### src/rsc_pkg.sv
// shared types, constants and helpers for the register slot cache
package rsc_pkg;

  localparam int SLOTS     = 21;
  localparam int FIRST_REG = 5;
  localparam int SLOT_W    = (SLOTS > 1) ? $clog2(SLOTS) : 1;
  localparam int OFF_W     = 16;
  localparam int REG_W     = 5;
  localparam int AGE_W     = 32;

  typedef enum logic [1:0] {
    OP_READ  = 2'd0,
    OP_WRITE = 2'd1,
    OP_FLUSH = 2'd2,
    OP_INVAL = 2'd3
  } op_t;

  typedef enum logic [2:0] {
    KIND_GRANT  = 3'd0,
    KIND_STORE  = 3'd1,
    KIND_LOAD   = 3'd2,
    KIND_DONE   = 3'd3,
    KIND_REJECT = 3'd4
  } kind_t;

  typedef enum logic [2:0] {
    CMD_READ,
    CMD_WRITE,
    CMD_FLUSH,
    CMD_INVAL,
    CMD_REJECT
  } cmd_kind_t;

  typedef struct packed {
    cmd_kind_t         kind;
    logic [OFF_W-1:0]  offset;
  } cmd_t;

  typedef struct packed {
    logic  valid;
    cmd_t  cmd;
  } cmd_chan_t;

  typedef struct packed {
    kind_t             kind;
    logic [REG_W-1:0]  reg_number;
    logic [OFF_W-1:0]  mem_offset;
    logic              hit;
    logic              last;
  } result_t;

  function automatic logic [REG_W-1:0] reg_of(logic [SLOT_W-1:0] slot);
    return REG_W'(FIRST_REG + int'(slot));
  endfunction

endpackage

### src/register_slot_cache_lru.sv
// top level of the register slot cache: request queue feeding the cache engine
//
// Fully associative write-back cache mapping nonzero frame offsets onto 21
// register slots (registers 5 to 25) with LRU replacement. Both sides are
// queues: push/full in, empty/pop out. A rejected request, an invalidate or a
// hit gives its result from the EXEC state; a miss with a free slot goes
// through FILL (which gives a read's load) and then GRANT; a miss with all
// slots busy scans one age stamp a cycle over slots 1 to 20 in SCAN, then
// stores a dirty victim in EVICT before FILL and GRANT. A flush walks the
// slots one per cycle, holding on a slot whose store finds the output queue
// full, and then gives its done result. The engine works on one request at a
// time, so it takes no new request before the last one's final result. Results
// leave one per cycle through a two-entry output queue while the receiver
// pops, and the request queue holds two items while the engine works.
module register_slot_cache_lru (
  input  logic                clk,
  input  logic                rst_n,
  input  logic                in_push,
  output logic                in_full,
  input  logic [1:0]          in_op,
  input  logic signed [15:0]  in_offset,
  output logic                out_empty,
  input  logic                out_pop,
  output logic [2:0]          out_kind,
  output logic [4:0]          out_reg_number,
  output logic signed [15:0]  out_mem_offset,
  output logic                out_hit,
  output logic                out_last
);
  import rsc_pkg::*;

  cmd_chan_t  cmd;
  logic       cmd_pop;
  result_t    res;

  rsc_front u_front (
    .clk       (clk),
    .rst_n     (rst_n),
    .in_push   (in_push),
    .in_full   (in_full),
    .in_op     (in_op),
    .in_offset (in_offset),
    .cmd_o     (cmd),
    .cmd_pop   (cmd_pop)
  );

  rsc_back u_back (
    .clk       (clk),
    .rst_n     (rst_n),
    .cmd_i     (cmd),
    .cmd_pop   (cmd_pop),
    .res_o     (res),
    .out_empty (out_empty),
    .out_pop   (out_pop)
  );

  assign out_kind       = res.kind;
  assign out_reg_number = res.reg_number;
  assign out_mem_offset = res.mem_offset;
  assign out_hit        = res.hit;
  assign out_last       = res.last;

endmodule

### src/rsc_front.sv
// request intake: classifies requests and queues them for the cache engine
module rsc_front (
  input  logic                          clk,
  input  logic                          rst_n,
  input  logic                          in_push,
  output logic                          in_full,
  input  logic [1:0]                    in_op,
  input  logic signed [15:0]            in_offset,
  output rsc_pkg::cmd_chan_t            cmd_o,
  input  logic                          cmd_pop
);
  import rsc_pkg::*;

  cmd_t        q_r [2];
  logic        rd_ptr_r, rd_ptr_nxt;
  logic        wr_ptr_r, wr_ptr_nxt;
  logic [1:0]  cnt_r, cnt_nxt;
  cmd_t        cmd_in;
  logic        push_ok, pop_ok;

  always_comb begin
    cmd_in.offset = in_offset;
    case (op_t'(in_op))
      OP_READ:  cmd_in.kind = (in_offset == '0) ? CMD_REJECT : CMD_READ;
      OP_WRITE: cmd_in.kind = (in_offset == '0) ? CMD_REJECT : CMD_WRITE;
      OP_FLUSH: cmd_in.kind = CMD_FLUSH;
      OP_INVAL: cmd_in.kind = CMD_INVAL;
      default:  cmd_in.kind = CMD_REJECT;
    endcase
  end

  assign in_full   = (cnt_r == 2'd2);
  assign push_ok   = in_push && !in_full;
  assign pop_ok    = cmd_pop && (cnt_r != 2'd0);
  assign cmd_o.valid = (cnt_r != 2'd0);
  assign cmd_o.cmd   = q_r[rd_ptr_r];

  always_comb begin
    rd_ptr_nxt = pop_ok ? ~rd_ptr_r : rd_ptr_r;
    wr_ptr_nxt = push_ok ? ~wr_ptr_r : wr_ptr_r;
    case ({push_ok, pop_ok})
      2'b10:   cnt_nxt = cnt_r + 2'd1;
      2'b01:   cnt_nxt = cnt_r - 2'd1;
      default: cnt_nxt = cnt_r;
    endcase
  end

  always_ff @(posedge clk) begin
    if (push_ok) begin
      q_r[wr_ptr_r] <= cmd_in;
    end
    if (!rst_n) begin
      rd_ptr_r <= 1'b0;
      wr_ptr_r <= 1'b0;
      cnt_r    <= 2'd0;
    end else begin
      rd_ptr_r <= rd_ptr_nxt;
      wr_ptr_r <= wr_ptr_nxt;
      cnt_r    <= cnt_nxt;
    end
  end

endmodule

### src/rsc_back.sv
// cache engine: slot tags, dirty bits, age stamps, victim search and result queue
module rsc_back (
  input  logic                 clk,
  input  logic                 rst_n,
  input  rsc_pkg::cmd_chan_t   cmd_i,
  output logic                 cmd_pop,
  output rsc_pkg::result_t     res_o,
  output logic                 out_empty,
  input  logic                 out_pop
);
  import rsc_pkg::*;

  typedef enum logic [2:0] {
    ST_IDLE, ST_EXEC, ST_SCAN, ST_EVICT, ST_FILL, ST_GRANT, ST_FLUSH, ST_DONE
  } state_t;

  localparam logic [SLOT_W-1:0] LAST_IDX = SLOT_W'(SLOTS - 1);

  state_t              state_r, state_nxt;
  cmd_t                cmd_r, cmd_nxt;
  logic [SLOT_W-1:0]   idx_r, idx_nxt;
  logic [SLOT_W-1:0]   vic_r, vic_nxt;
  logic [AGE_W-1:0]    best_age_r, best_age_nxt;
  logic [AGE_W-1:0]    age_cnt_r, age_cnt_nxt;
  logic [OFF_W-1:0]    slot_off_r   [SLOTS];
  logic [OFF_W-1:0]    slot_off_nxt [SLOTS];
  logic                slot_dirty_r   [SLOTS];
  logic                slot_dirty_nxt [SLOTS];
  logic [AGE_W-1:0]    slot_age_r   [SLOTS];
  logic [AGE_W-1:0]    slot_age_nxt [SLOTS];

  result_t             oq_r [2];
  logic                orp_r, orp_nxt;
  logic                owp_r, owp_nxt;
  logic [1:0]          ocnt_r, ocnt_nxt;

  logic [SLOTS-1:0]    hit_vec, free_vec;
  logic [SLOT_W-1:0]   hit_idx, free_idx;
  logic                hit_any, free_any;
  logic [AGE_W-1:0]    stamp;
  logic                space, emit, opop, need_store;
  result_t             res;

  // parallel tag compare and lowest free slot
  always_comb begin
    hit_idx  = '0;
    free_idx = '0;
    for (int i = 0; i < SLOTS; i++) begin
      hit_vec[i]  = (slot_off_r[i] == cmd_r.offset);
      free_vec[i] = (slot_off_r[i] == '0);
    end
    for (int i = SLOTS - 1; i >= 0; i--) begin
      if (hit_vec[i]) hit_idx = SLOT_W'(i);
      if (free_vec[i]) free_idx = SLOT_W'(i);
    end
  end

  assign hit_any    = |hit_vec;
  assign free_any   = |free_vec;
  assign stamp      = (age_cnt_r == '1) ? age_cnt_r : age_cnt_r + 1'b1;
  assign space      = (ocnt_r != 2'd2);
  assign need_store = slot_dirty_r[idx_r] && (slot_off_r[idx_r] != '0);

  always_comb begin
    state_nxt      = state_r;
    cmd_nxt        = cmd_r;
    idx_nxt        = idx_r;
    vic_nxt        = vic_r;
    best_age_nxt   = best_age_r;
    age_cnt_nxt    = age_cnt_r;
    slot_off_nxt   = slot_off_r;
    slot_dirty_nxt = slot_dirty_r;
    slot_age_nxt   = slot_age_r;
    cmd_pop        = 1'b0;
    emit           = 1'b0;
    res            = '0;

    case (state_r)
      ST_IDLE: begin
        if (cmd_i.valid) begin
          cmd_pop   = 1'b1;
          cmd_nxt   = cmd_i.cmd;
          state_nxt = ST_EXEC;
        end
      end
      ST_EXEC: begin
        case (cmd_r.kind)
          CMD_REJECT: begin
            if (space) begin
              emit      = 1'b1;
              res.kind  = KIND_REJECT;
              res.last  = 1'b1;
              state_nxt = ST_IDLE;
            end
          end
          CMD_INVAL: begin
            if (space) begin
              emit           = 1'b1;
              res.kind       = KIND_DONE;
              res.mem_offset = cmd_r.offset;
              res.last       = 1'b1;
              for (int i = 0; i < SLOTS; i++) begin
                slot_off_nxt[i]   = '0;
                slot_dirty_nxt[i] = 1'b0;
                slot_age_nxt[i]   = '0;
              end
              state_nxt = ST_IDLE;
            end
          end
          CMD_FLUSH: begin
            idx_nxt   = '0;
            state_nxt = ST_FLUSH;
          end
          CMD_READ, CMD_WRITE: begin
            if (hit_any) begin
              if (space) begin
                emit                  = 1'b1;
                res.kind              = KIND_GRANT;
                res.reg_number        = reg_of(hit_idx);
                res.mem_offset        = cmd_r.offset;
                res.hit               = 1'b1;
                res.last              = 1'b1;
                slot_age_nxt[hit_idx] = stamp;
                age_cnt_nxt           = stamp;
                if (cmd_r.kind == CMD_WRITE) slot_dirty_nxt[hit_idx] = 1'b1;
                state_nxt = ST_IDLE;
              end
            end else if (free_any) begin
              vic_nxt   = free_idx;
              state_nxt = ST_FILL;
            end else begin
              // all slots busy: walk the age stamps for the oldest one
              vic_nxt      = '0;
              best_age_nxt = slot_age_r[0];
              idx_nxt      = SLOT_W'(1);
              state_nxt    = (SLOTS > 1) ? ST_SCAN : ST_EVICT;
            end
          end
          default: state_nxt = ST_IDLE;
        endcase
      end
      ST_SCAN: begin
        if (slot_age_r[idx_r] < best_age_r) begin
          vic_nxt      = idx_r;
          best_age_nxt = slot_age_r[idx_r];
        end
        if (idx_r == LAST_IDX) begin
          state_nxt = ST_EVICT;
        end else begin
          idx_nxt = idx_r + 1'b1;
        end
      end
      ST_EVICT: begin
        if (slot_dirty_r[vic_r] && (slot_off_r[vic_r] != '0)) begin
          if (space) begin
            emit           = 1'b1;
            res.kind       = KIND_STORE;
            res.reg_number = reg_of(vic_r);
            res.mem_offset = slot_off_r[vic_r];
            state_nxt      = ST_FILL;
          end
        end else begin
          state_nxt = ST_FILL;
        end
      end
      ST_FILL: begin
        if ((cmd_r.kind == CMD_WRITE) || space) begin
          slot_off_nxt[vic_r]   = cmd_r.offset;
          slot_dirty_nxt[vic_r] = (cmd_r.kind == CMD_WRITE);
          slot_age_nxt[vic_r]   = stamp;
          age_cnt_nxt           = stamp;
          if (cmd_r.kind != CMD_WRITE) begin
            emit           = 1'b1;
            res.kind       = KIND_LOAD;
            res.reg_number = reg_of(vic_r);
            res.mem_offset = cmd_r.offset;
          end
          state_nxt = ST_GRANT;
        end
      end
      ST_GRANT: begin
        if (space) begin
          emit           = 1'b1;
          res.kind       = KIND_GRANT;
          res.reg_number = reg_of(vic_r);
          res.mem_offset = cmd_r.offset;
          res.last       = 1'b1;
          state_nxt      = ST_IDLE;
        end
      end
      ST_FLUSH: begin
        if (!need_store || space) begin
          if (need_store) begin
            emit           = 1'b1;
            res.kind       = KIND_STORE;
            res.reg_number = reg_of(idx_r);
            res.mem_offset = slot_off_r[idx_r];
          end
          if (idx_r == LAST_IDX) begin
            state_nxt = ST_DONE;
          end else begin
            idx_nxt = idx_r + 1'b1;
          end
        end
      end
      ST_DONE: begin
        if (space) begin
          emit           = 1'b1;
          res.kind       = KIND_DONE;
          res.mem_offset = cmd_r.offset;
          res.last       = 1'b1;
          state_nxt      = ST_IDLE;
        end
      end
      default: state_nxt = ST_IDLE;
    endcase
  end

  // two-entry result queue
  assign opop      = out_pop && (ocnt_r != 2'd0);
  assign out_empty = (ocnt_r == 2'd0);
  assign res_o     = oq_r[orp_r];

  always_comb begin
    orp_nxt = opop ? ~orp_r : orp_r;
    owp_nxt = emit ? ~owp_r : owp_r;
    case ({emit, opop})
      2'b10:   ocnt_nxt = ocnt_r + 2'd1;
      2'b01:   ocnt_nxt = ocnt_r - 2'd1;
      default: ocnt_nxt = ocnt_r;
    endcase
  end

  always_ff @(posedge clk) begin
    cmd_r      <= cmd_nxt;
    idx_r      <= idx_nxt;
    vic_r      <= vic_nxt;
    best_age_r <= best_age_nxt;
    if (emit) begin
      oq_r[owp_r] <= res;
    end
    if (!rst_n) begin
      state_r   <= ST_IDLE;
      age_cnt_r <= '0;
      orp_r     <= 1'b0;
      owp_r     <= 1'b0;
      ocnt_r    <= 2'd0;
      for (int i = 0; i < SLOTS; i++) begin
        slot_off_r[i]   <= '0;
        slot_dirty_r[i] <= 1'b0;
        slot_age_r[i]   <= '0;
      end
    end else begin
      state_r      <= state_nxt;
      age_cnt_r    <= age_cnt_nxt;
      orp_r        <= orp_nxt;
      owp_r        <= owp_nxt;
      ocnt_r       <= ocnt_nxt;
      slot_off_r   <= slot_off_nxt;
      slot_dirty_r <= slot_dirty_nxt;
      slot_age_r   <= slot_age_nxt;
    end
  end

`ifndef SYNTH
  // a nonzero offset lives in at most one slot; offset zero matches every free slot
  a_tag_unique: assert property (@(posedge clk) disable iff (!rst_n)
    (state_r == ST_EXEC && cmd_r.offset != '0) |-> $onehot0(hit_vec))
    else $error("offset cached in more than one slot");

  a_last_ends_item: assert property (@(posedge clk) disable iff (!rst_n)
    (emit && res.last) |=> (state_r == ST_IDLE))
    else $error("engine still busy after final result");

  a_inval_clears: assert property (@(posedge clk) disable iff (!rst_n)
    (state_r == ST_EXEC && cmd_r.kind == CMD_INVAL && emit) |=> (&free_vec))
    else $error("slot still valid after invalidate");

  a_age_monotonic: assert property (@(posedge clk) disable iff (!rst_n)
    $past(rst_n) |-> (age_cnt_r >= $past(age_cnt_r)))
    else $error("age counter went backward");
`endif

endmodule

### config.mk
export PLATFORM = sky130hd
export DESIGN_NAME = register_slot_cache_lru
export DESIGN_NICKNAME = d
export VERILOG_FILES = /design/src/rsc_pkg.sv /design/src/register_slot_cache_lru.sv /design/src/rsc_front.sv /design/src/rsc_back.sv
export SDC_FILE = /design/constraint.sdc
export NUM_CORES = 2
export LEC_CHECK = 0
export BUFFER_PORTS_ARGS = -buffer_cell sky130_fd_sc_hd__buf_2
export CAP_MARGIN = 40
export CORE_ASPECT_RATIO = 0.75
export CORE_UTILIZATION = 48
export CTS_CLUSTER_SIZE = 20
export DETAILED_ROUTE_END_ITERATION = 6
export PLACE_DENSITY = 0.68
export SETUP_SLACK_MARGIN = 0.15
export SYNTH_ARGS = -nofsm -noshare
export SYNTH_HDL_FRONTEND = slang
export SYNTH_SLANG_ARGS = --single-unit
### constraint.sdc
create_clock -name clk -period 13.7 [get_ports clk]
set_input_delay 2.055 -clock clk [delete_from_list [all_inputs] [get_ports clk]]
set_output_delay 2.055 -clock clk [all_outputs]
set_load 0.005 [all_outputs]
==> qor.csv <==
stage,metric,value,unit
drt,antenna_left,0,
finish,area_delta_synth_final,9.48,%
sta,clock.fmax,155,MHz
synthesis,synth_cell_types,96,
hold_path,holdPathStages,2,
outcome,status,finished with violations,
drt,drtIter0Drc,9396,
hold_path,whs_endpoint,u_back.slot_age_r[454],
hold_path,min_from,u_back.slot_age_r[454],
sta,hold_viol_final,0,
sta,rsz0062_at_grt,no,
power,swShare,40.9,%
synthesis,syn_area_per_cell,9.87,sq um
floorplan,start_util,48.4,%
flow_run,drv_cap,0,
worst_setup_path,worstPathMaxFanout,100,
global_route,grt_max_degree,197,
sta,final.setup.tns,0,ns
cts,clkTransAtPathRegs,0.06,ns
power,power_density,169,nW/um^2
cts,cts-root-buf,clkbuf_16,
finish,fin_util,53.0,%
synthesis,syn_inst,6333,
power,netSwitchingPower,4.75,mW
cts,cts-resized-gates,0,
global_route,antenna_found_initial,7,
worst_setup_path,end_kind,register,
place,pre_cts_slack,7.31,ns
global_route,grt_remaining_overflow,0,
drt,wl,251,mm
power,p_int,6.85,mW
worst_setup_path,worstSetupPathType,register to register,
cts,cts_sinks,1224,
synthesis,ys_ff_latch,1224,
synthesis,synthArstFlopShare,0,%
power,clock_power_share,31.7,%
cts,post_cts_buffers,0,
cts,cts_tree,done,
global_route,grt_pass1_wl,360,mm
cts,ctsHoldBuffers,0,
floorplan,die_x,419,um
place,numPortBuffers,49,
hold_path,hp-class,register to register,
sta,worst_slack,7.26,ns
place,dp.cells,7685,
drt,num_vias,55500,
floorplan,core_area,129000,sq um
synthesis,syn-num-nets,6399,
worst_setup_path,r2r_end,u_back.best_age_r[5],
power,pwr-share-seq,34.2,%
sta,maxSlewViolCount,0,
floorplan,ioPinCount,50,
drt,drcViolationCount,4,
sta,finalClockSkew,0.0354,ns
worst_setup_path,worstPathRequired,14.11,ns
synthesis,synth_edf_count,151,
power,p_leak,24.1,nW
power,vdd_drop_max,233,uV
place,dpl.hpwl,160,mm
finish,final_cells,7933,
sta,setup_viol,0,
worst_setup_path,r2r_start,u_back.idx_r[0],
cts,cts_htree_levels,4,
cts,numCtsBuffers,132,
floorplan,die_area,132000,sq um
worst_setup_path,startpoint_type,register,
place,gp_congestion,1.08,
global_route,grtUsageTotal,37.1,%
floorplan,die_h,315,um
drt,routedWlPerCell,31.7,um
power,combPwrFrac,34.1,%
cts,clockBufferDepth,3,
sta,fin_crit,6.44,ns
synthesis,syn_area,62500,sq um
sta,worstMarginPinSlew,1.12,ns
outcome,violations,DRC,
sta,max_slew_margin,25.6,%
synthesis,ys.flop_type,dfxtp_1,
finish,final_nets,6148,
global_route,grt_pass1_vias,51300,
worst_setup_path,r2r_slack,7.26,ns
finish,drive_above_1_share,15.7,%
worst_setup_path,crit_arrival,6.85,ns
drt,vias_per_cell,6.99,
floorplan,rows,114,
sta,final.period_utilization,47.0,%
synthesis,ys_seq_area_share,41.6,%
drt,dr.pass1.iters,7,
synthesis,yosysWarningCount,0,
worst_setup_path,r2r_cells,18,
cts,clk-insertion-delay-late,0.81,ns
[routing by layer]
metal  up-vias  part of all wire, %  track usage (%)
li1      23100                    -                -
met1     27400                   41             52.9
met2      4440                   39             48.8
met3       594                   17             17.1
met4         2                  3.2             12.3
met5         -               0.0052                0
[area by class of cell]
| cell class | instances | area (sq um) |
|---|---|---|
| Inverter | 62 | 240 |
| Clock inverter | 56 | 596 |
| Sequential cell | 1224 | 26000 |
| Multi-Input combinational cell | 4456 | 34000 |
| Tap cell | 1740 | 2180 |
| Clock buffer | 185 | 3800 |
| Antenna cell | 4 | 10.0 |
| Timing Repair Buffer | 206 | 1640 |
| Fill cell | 11300 | 60600 |
[synthesized netlist by cell type (11+ instances only)]
master     count  area share, %
dfxtp_1     1073             34
nor2_1       628            3.8
nand2_1      584            3.5
a22oi_1      506            6.1
clkbuf_1     374            2.2
xor2_1       334            4.7
mux4_2       292             11
mux2i_1      240            3.8
a21oi_1      181            1.4
nor4_1       174            1.7
o21ai_0      161            1.3
edfxtp_1     151            7.3
buf_2        139            1.1
a22o_1       132            1.8
nor3_1       128            1.0
or3_1        108            1.1
a31o_2       103            1.4
xnor2_1       91            1.3
mux2_2        88            1.6
nand4_1       77           0.77
o2bb2ai_1     69           0.97
nand3_1       66           0.53
o22ai_1       63           0.63
inv_1         60           0.36
buf_4         45           0.54
ha_1          44           0.88
and2_1        35           0.35
a211oi_1      33           0.40
a31oi_1       28           0.28
buf_1         25           0.15
nor2b_1       25           0.25
and3_1        23           0.23
and4_1        21           0.29
a221o_1       20           0.32
o21a_1        18           0.22
nand2b_1      15           0.15
o211ai_1      14           0.17
a21o_1        11           0.13
[cells in the final DEF, fill, tap and decap left out, types with 64 or more instances in the layout]
cell type | synthesis | final
a22o_1 | 132 | 132
o2bb2ai_1 | 69 | 69
nand2_1 | 584 | 583
nor3_1 | 128 | 125
o21ai_0 | 161 | 160
clkbuf_16 | 0 | 138
or3_1 | 108 | 108
xnor2_1 | 91 | 91
mux2i_1 | 240 | 240
nand4_1 | 77 | 77
a22oi_1 | 506 | 506
nor2_1 | 628 | 619
nand3_1 | 66 | 64
a21oi_1 | 181 | 181
dfxtp_1 | 1073 | 1073
buf_4 | 45 | 130
xor2_1 | 334 | 334
edfxtp_1 | 151 | 151
mux2_2 | 88 | 88
mux4_2 | 292 | 292
nor4_1 | 174 | 173
a31o_2 | 103 | 103
[power groups by stage]
stage	Sequential (mW)	Combinational (mW)	Clock, mW
after floorplan	3.95	2.40	0
after detailed placement	4.04	3.76	0
final	3.97	3.96	3.67
after global routing	3.98	4.00	3.84
after global placement	4.04	3.70	0
after CTS	3.96	3.77	3.70
[per-stage QoR]
| step | cell area, sq um | hold slack [ns] | total power, mW |
|---|---|---|---|
| floorplan | 62500 | 0.420 | 6.35 |
| global placement | 63700 | 0.431 | 7.74 |
| detailed placement | 64000 | 0.440 | 7.80 |
| CTS | 68400 | 0.448 | 11.4 |
| global route | 68400 | 0.462 | 11.8 |
| finish | 68500 | 0.447 | 11.6 |
[logic make-up after synthesis]
| logic type | Yosys count | share of synthesized area, % |
|---|---|---|
| xor+xnor | 425 | 5.95 |
| buf+inv | 653 | 4.56 |
| mux | 622 | 16.0 |
| compound gates | 1428 | 16.5 |
| flops | 1224 | 41.6 |
| simple gates | 1937 | 14.5 |
| fa+ha+maj | 44 | 0.880 |
[worst max-delay path: stages (launching register included)]
cell and delay, ns:
edfxtp_1 0.40, buf_4 0.53, buf_4 0.67, buf_12 0.64
mux4_2 0.60, mux4_2 0.47, nand2_1 0.08, o21ai_0 0.13
ha_1 0.35, a21o_1 0.19, a21oi_1 0.13, nor2b_1 0.06
o21ai_0 0.18, nand2b_1 0.08, a21oi_1 0.30, o21ai_0 0.21
o21bai_1 0.25, o21ai_4 0.07, buf_4 0.52
[state kept, by name, indices dropped and copies added, names as in the netlist, named ones only]
register / count
u_front.rd_ptr_r: 1
u_front.q_r: 38
u_back.ocnt_r: 2
u_back.idx_r: 5
u_back.oq_r: 52
u_back.orp_r: 1
u_back.slot_off_r: 336
u_back.slot_dirty_r: 21
u_front.cnt_r: 2
u_back.age_cnt_r: 32
u_back.owp_r: 1
u_back.best_age_r: 32
u_back.cmd_r: 19
u_back.state_r: 3
u_back.vic_r: 5
u_front.wr_ptr_r: 1
u_back.slot_age_r: 672
[worst max-delay path by stage]
stage / depth (start not counted) / slack, ns / endpoint / from
final: 18 / 7.26 / u_back.best_age_r[5] / u_back.idx_r[0]
after global routing: 18 / 6.94 / u_back.best_age_r[5] / u_back.idx_r[0]
after CTS: 18 / 7.30 / u_back.best_age_r[5] / u_back.idx_r[0]
after detailed placement: 18 / 7.31 / u_back.best_age_r[11] / u_back.idx_r[0]
after global placement: 18 / 7.31 / u_back.best_age_r[13] / u_back.idx_r[0]
after floorplan: 21 / 7.67 / u_back.best_age_r[0] / u_back.idx_r[0]
Power figures use the tool's default switching activity.
